## src/sv/ith_pkg.sv

```systemverilog
// Shared types, widths and codes of the iterative histogram threshold block.
package ith_pkg;

    localparam int MAX_PIXELS_LOG2 = 20;
    localparam int FRAC_BITS       = 8;
    localparam int NUM_BINS        = 256;
    localparam int LVL_W           = 8;
    localparam int CNT_W           = MAX_PIXELS_LOG2 + 1;
    localparam int SUM_W           = CNT_W + LVL_W;
    localparam int T_W             = LVL_W + FRAC_BITS;
    localparam int DVD_W           = SUM_W + FRAC_BITS;
    localparam int DIV_CNT_W       = $clog2(DVD_W + 1);
    localparam int FIFO_DEPTH      = 4;
    localparam int PTR_W           = $clog2(FIFO_DEPTH);
    localparam int FILL_W          = $clog2(FIFO_DEPTH + 1);

    localparam logic [LVL_W-1:0] WHITE        = 8'd255;
    localparam logic [LVL_W-1:0] BLACK        = 8'd0;
    localparam logic [LVL_W-1:0] LAST_BIN     = 8'd255;
    localparam logic [7:0]       MAX_ITER_RST = 8'd64;

    localparam logic KIND_HIST = 1'b0;
    localparam logic KIND_BIN  = 1'b1;
    localparam logic RES_THR   = 1'b0;
    localparam logic RES_PIX   = 1'b1;

    typedef struct packed {
        logic             kind;
        logic [LVL_W-1:0] pixel;
        logic             last;
    } t_in_item;

    typedef struct packed {
        logic             result_kind;
        logic [LVL_W-1:0] value;
        logic             converged;
    } t_out_item;

    typedef struct packed {
        logic             start;
        logic [DVD_W-1:0] dividend;
        logic [CNT_W-1:0] divisor;
    } t_div_req;

    typedef struct packed {
        logic           done;
        logic [T_W-1:0] quotient;
    } t_div_rsp;

endpackage

```

## src/sv/ith_front.sv

```systemverilog
// Front: input request queue that decouples the pixel source from the back end.
module ith_front (
    input  logic              i_clk,
    input  logic              i_rst_n,
    input  logic              push,
    input  ith_pkg::t_in_item i_in,
    output logic              full,
    input  logic              i_hold,
    output logic              o_vld,
    output ith_pkg::t_in_item o_item,
    input  logic              i_take
);
    ith_pkg::t_in_item               r_mem [ith_pkg::FIFO_DEPTH];
    logic [ith_pkg::PTR_W-1:0]       r_wp;
    logic [ith_pkg::PTR_W-1:0]       r_rp;
    logic [ith_pkg::FILL_W-1:0]      r_fill;
    logic                            wr;
    logic                            rd;

    assign full   = (r_fill == ith_pkg::FILL_W'(ith_pkg::FIFO_DEPTH)) || i_hold;
    assign wr     = push && !full;
    assign o_vld  = r_fill != '0;
    assign rd     = i_take && o_vld;
    assign o_item = r_mem[r_rp];

    always_ff @(posedge i_clk) begin
        if (!i_rst_n) begin
            r_wp   <= '0;
            r_rp   <= '0;
            r_fill <= '0;
        end else begin
            if (wr) begin
                r_wp <= r_wp + 1'b1;
            end
            if (rd) begin
                r_rp <= r_rp + 1'b1;
            end
            if (wr && !rd) begin
                r_fill <= r_fill + 1'b1;
            end else if (rd && !wr) begin
                r_fill <= r_fill - 1'b1;
            end
        end
    end

    always_ff @(posedge i_clk) begin
        if (wr) begin
            r_mem[r_wp] <= i_in;
        end
    end
endmodule

```

## config.mk

```make
export PLATFORM = sky130hd
export DESIGN_NAME = ith_front
export DESIGN_NICKNAME = d
export VERILOG_FILES = /design/src/sv/ith_pkg.sv /design/src/sv/ith_front.sv
export SDC_FILE = /design/constraint.sdc
export NUM_CORES = 1
export LEC_CHECK = 0
export ABC_AREA = 1
export BUFFER_PORTS_ARGS = -buffer_cell sky130_fd_sc_hd__buf_4
export CAP_MARGIN = 20
export CORE_UTILIZATION = 56
export DETAILED_ROUTE_END_ITERATION = 8
export GPL_TIMING_DRIVEN = 0
export PLACE_DENSITY_LB_ADDON = 0.05
export SLEW_MARGIN = 20
export SYNTH_ARGS = -nofsm -noshare
export SYNTH_HDL_FRONTEND = slang
export SYNTH_SLANG_ARGS = --single-unit
```

## constraint.sdc

```tcl
create_clock -name i_clk -period 2.1 [get_ports i_clk]
set_input_delay 0.21 -clock i_clk [delete_from_list [all_inputs] [get_ports i_clk]]
set_output_delay 0.21 -clock i_clk [all_outputs]
set_load 0.005 [all_outputs]
```

### After elaboration in Yosys (flattened, before gate mapping)

Memory sizes are Yosys's and may differ from the RTL's. A register that Yosys moved wholly into a read port is not among the register bits.
Cells that the tools add are included.

* memories kept: 1
* bits of input ports: 15
* flip-flop bits (word level): 7
* bits in writable memories: 40

Memory list
* r_mem: depth 4, width 10, rd ports 1, clocked after memory_dff 1, wr ports 1, line ith_front.sv:13 `ith_pkg::t_in_item r_mem [ith_pkg::FIFO_DEPTH];`

* eq/ne operators: 1
* add/subtract/negate cells: 4
* reductions and logical operators: 10
* muxes and demuxes: 6

Operators by type and width (number)
* $mux 3: 2
* $add 2x1->2 const B: 2
* $logic_and 1x1->1: 4
* $mux 2: 2
* $add 3x1->3 const B: 1
* $eq 3x3->1 const B: 1
* $logic_not 1->1: 3
* $reduce_bool 3->1: 1
* $sub 3x1->3 const B: 1
* $mux 1: 2
* $reduce_bool 2->1: 1
* $logic_or 1x1->1: 1

### Longest topological paths before layout

* depth in word-level cells: 8
* gate-level depth with buffers: 13

### Worst setup path after synthesis

No wires, ideal clock.

* kind: reg-to-reg
* start: reg r_fill[1] (netlist name)
* end: reg r_fill[1] (netlist name)
* period minus slack after synthesis: 1.678 ns
* arrival time: 1.562 ns
* cell stages (with the launch flop): 10
* setup slack: 0.422 ns
* library setup time: 0.116 ns
* path through: dfxtp_1 > nor2_4 > nand2_4 > nand3_4 > inv_1 > ha_1 > inv_1 > fa_1 > o21ai_0 > nor2_1

* word-level cells in the longest chain between the ends: 7

Ends and longest elaborated chain
* start, declared: line ith_front.sv:16 `logic [ith_pkg::FILL_W-1:0] r_fill;`
* start signal, assigned: line ith_front.sv:39 `r_fill <= r_fill + 1'b1;`
* start signal, assigned: line ith_front.sv:41 `r_fill <= r_fill - 1'b1;`
* $eq 3x3->1 *: line ith_front.sv:20 `assign full = (r_fill == ith_pkg::FILL_W'(ith_pkg::FIFO_DEPTH)) || i_hold;`
* $logic_or 1x1->1 *: line ith_front.sv:20
* $logic_not 1->1 *: line ith_front.sv:21 `assign wr = push && !full;`
* $logic_and 1x1->1 *: line ith_front.sv:21
* net wr: line ith_front.sv:17 `logic wr;`
* $logic_not 1->1: line ith_front.sv:40 `end else if (rd && !wr) begin`
* $logic_and 1x1->1: line ith_front.sv:40
* $reduce_bool 2->1 (no source line)

Mark *: on every way through the listed nets, which the timed path passes. The rest lies on a longest branch. The select of a mux whose other input is x is not followed.
A chain may end at the register's enable or synchronous reset.

### Final worst setup path

* start: reg r_fill[0] (netlist name)
* end: reg r_fill[2] (netlist name)

Same word-level chain as after synthesis.

==> impl_metrics.csv <==
group,metric,value,unit
outcome,status,"finished, final reports clean",
floorplan,io_pins,27,
synth,ys.flop_type,"edfxtp_1",
clock_tree,cts-htree-levels,2,
pwr,intPower,1.74,mW
sta,fin_ws,0.276,ns
synth,ys_warn_count,0,
floorplan,coreArea,3390,um2
cells_and_area,area_delta_synth_final,17.1,%
cells_and_area,n_antenna_cell,0,
pwr,p_switching,0.810,mW
sta,fin_crit_sh,86.9,%
drt,dr.pass1.iters,4,
cells_and_area,layout.nets,225,
job,cap_violations,0,
synth,muxShareOfSynthArea,0,%
clock_tree,cts_root_buf,"clkbuf_4",
synth,synthesis.area,2020,um2
drt,wire_per_inst,13.6,um
synth,synth_xor_area_share,0.434,%
setup_path,worstReg2RegStart,"r_fill[0]",
drt,drc_errors,0,
synth,ys_ff_latch,49,
setup_path,cp-start-kind,"register",
sta,setup_violations,0,
placement,place_ws,0.229,ns
floorplan,start_util,59.5,%
setup_path,required,2.36,ns
clock_tree,cts_hold_buf,0,
setup_path,critPathArrivalTime,2.09,ns
clock_tree,cts.repair.resized,0,
drt,vias,1283,
pwr,power_frac_seq,47.4,%
setup_path,startpoint,"r_fill[0]",
placement,dpl.hpwl,2.31,mm
pwr,swShare,31.8,%
synth,synth_edf_count,40,
pwr,p_leak,0.926,nW
worst_hold_path,hp-class,"in -> reg",
sta,fin_worst_skew,0.0126,ns
synth,synth_nets,191,
floorplan,fp.dieH,62.0,um
sta,fmax,0.548,GHz
synth,synth_top_family_by_area,"simple AND/OR/NAND/NOR gates",
clock_tree,cts_tree,"built",
clock_tree,cts.clk_slew.worst_paths,0.14,ns
drt,totalWireLength,3.41,mm
synth,synth_adder_area_share,4.09,%
setup_path,worstSetupPathType,"reg -> reg",
setup_path,crit_fanout,7,
cells_and_area,fillCellCount,244,
global_route,grt_usage,20.1,%
synth,yosys.cell_count.top_type,"edfxtp_1",
sta,hold_violations,0,
synth,async_flop_share,0,%
clock_tree,cts_made_buffers,5,
drt,drt-vias-per-instance,5.11,
sta,finalMaxSlewViolations,0,
synth,synth.distinct_cells,20,
pwr,clockPowerShare,20.5,%
synth,synth_top_area_cell,"edfxtp_1",
drt,antenna_left,0,
drt,drtIter0Drc,62,
synth,synthTopCellsByCount,"40 x edfxtp_1, 31 x nor2_1, 21 x o21ai_0",
sta,tightest_slew,0.923,ns
placement,io_buffers,26,
floorplan,num_rows,21,
cells_and_area,design_area,2360,um2
sta,slew_headroom,38.2,%
global_route,grt_max_degree,16,
pwr,ir_drop,0.637,mV
placement,placed_area,2270,um2
sta,rsz0062_at_grt,"no",
synth,seq_area_frac_synth,68.5,%
clock_tree,clkSinkCount,49,
floorplan,die_w,62.0,um
global_route,grt_pass1_vias,1154,
clock_tree,clock_latency,0.36,ns
pwr,power.density,1080,nW/um2
global_route,grt_overflow,0,
sta,fin_tns_setup,0,ns
clock_tree,cts_setup_buffers,0,
clock_tree,cts_buffer_depth,2,
synth,synth.avg_cell_area,11.9,um2
placement,gp_congestion,0.727,
synth,yosys.area_share.simple,13.0,%
floorplan,dieArea,3850,um2
sta,min_period,1.82,ns
synth,synthCells,170,
synth,yosysTopAreaCellShare,59.6,%
cells_and_area,drive_gt1_share,22.9,%
worst_hold_path,hp-start,"i_in[6]",
global_route,grt_pass1_wl,5.16,mm
setup_path,cp-end-kind,"register",
synth,synth_area_leaders,"edfxtp_1 60%, dfxtp_1 8.9%, nor2_1 5.8%",
pwr,p_comb_share,32.1,%
global_route,antenna_found_initial,0,
synth,synth-compound-area-share,9.06,%
-- layer usage --
metal,part of all wire (%),vias up,wire length [um],global-route usage (%)
li1,-,650,-,-
met1,42,604,1440,23.9
met2,51,24,1740,32.5
met3,4.5,5,154,6.42
met4,2.0,0,68,11.1
met5,0,-,0,0
-- through the flow --
step	utilization [%]	total power, mW	hold WS (ns)	instances
6_report	69.7	2.55	0.0370	251
4_1_cts	69.4	2.57	0.0220	250
3_3_place_gp	67.0	2.02	0.409	242
5_1_grt	69.7	2.72	0.0122	251
3_5_place_dp	67.0	2.06	0.413	242
2_1_floorplan	-	1.73	0.309	170
-- cells by family (layout without fill, tap and decap cells) --
group                    count (synthesis)  count (layout)
AND/OR/NAND/NOR                         55              55
AO/OA/AOI/OAI                           34              34
adder cells (fa/ha/maj)                  6               6
buffers and inverters                   25              60
flip-flops                              49              49
XOR/XNOR                                 1               1
-- critical path, cell delays in order (launching register included) --
cell     delay [ns]
dfxtp_1        0.47
nor2_4         0.07
nand2_4        0.09
nand3_4        0.10
inv_1          0.07
ha_1           0.16
inv_1          0.07
fa_1           0.38
inv_1          0.06
nand2_1        0.04
nand3_1        0.08
nand2_1        0.05
nand2_1        0.05
nor2_1         0.03
-- power groups by stage --
stage               Combinational (mW)  Sequential, mW  Clock, mW
finish                           0.818            1.21      0.522
global route                     0.926            1.22      0.570
CTS                              0.828            1.21      0.531
detailed placement               0.821            1.23          0
global placement                 0.793            1.23          0
floorplan                        0.507            1.22          0
-- final cells by class --
cell class                 instances  area (um2)  area share, %
buffer                             5        25.0           1.06
clock buffer                       7        76.3           3.23
clock inverter                     1        7.51          0.318
inverter                          20        75.1           3.18
multi-input combinational         96         536           22.7
sequential                        49        1380           58.5
tap                               46        57.6           2.44
timing repair buffer              27         203           8.59
-- registers in the layout (all words and copies together), names as in the netlist, named ones only --
register  flops
r_rp          2
r_fill        3
r_mem        40
r_wp          2
-- cells in the final DEF, fill, tap and decap left out, drive strengths merged --
| cell type | n |
|---|---|
| a21oi | 3 |
| buf | 30 |
| dfxtp | 9 |
| o21ai | 21 |
| ha | 5 |
| clkinvlp | 1 |
| xor2 | 1 |
| nor2 | 32 |
| nand2 | 17 |
| o22ai | 10 |
| fa | 1 |
| inv | 20 |
| clkbuf | 9 |
| edfxtp | 40 |
| nand4 | 2 |
| nand3 | 4 |
-- final timing paths --
| kind | cells after the start | end | slack (ns) |
|---|---|---|---|
| setup / recovery | 13 | r_fill[2] | 0.28 |
| hold / removal | 1 | r_mem[3][6] | 0.04 |
| setup reg to reg | 13 | r_fill[2] | 0.28 |
| hold reg to reg | 2 | r_rp[1] | 0.52 |
No activity file was read; power rests on OpenSTA's default activity.
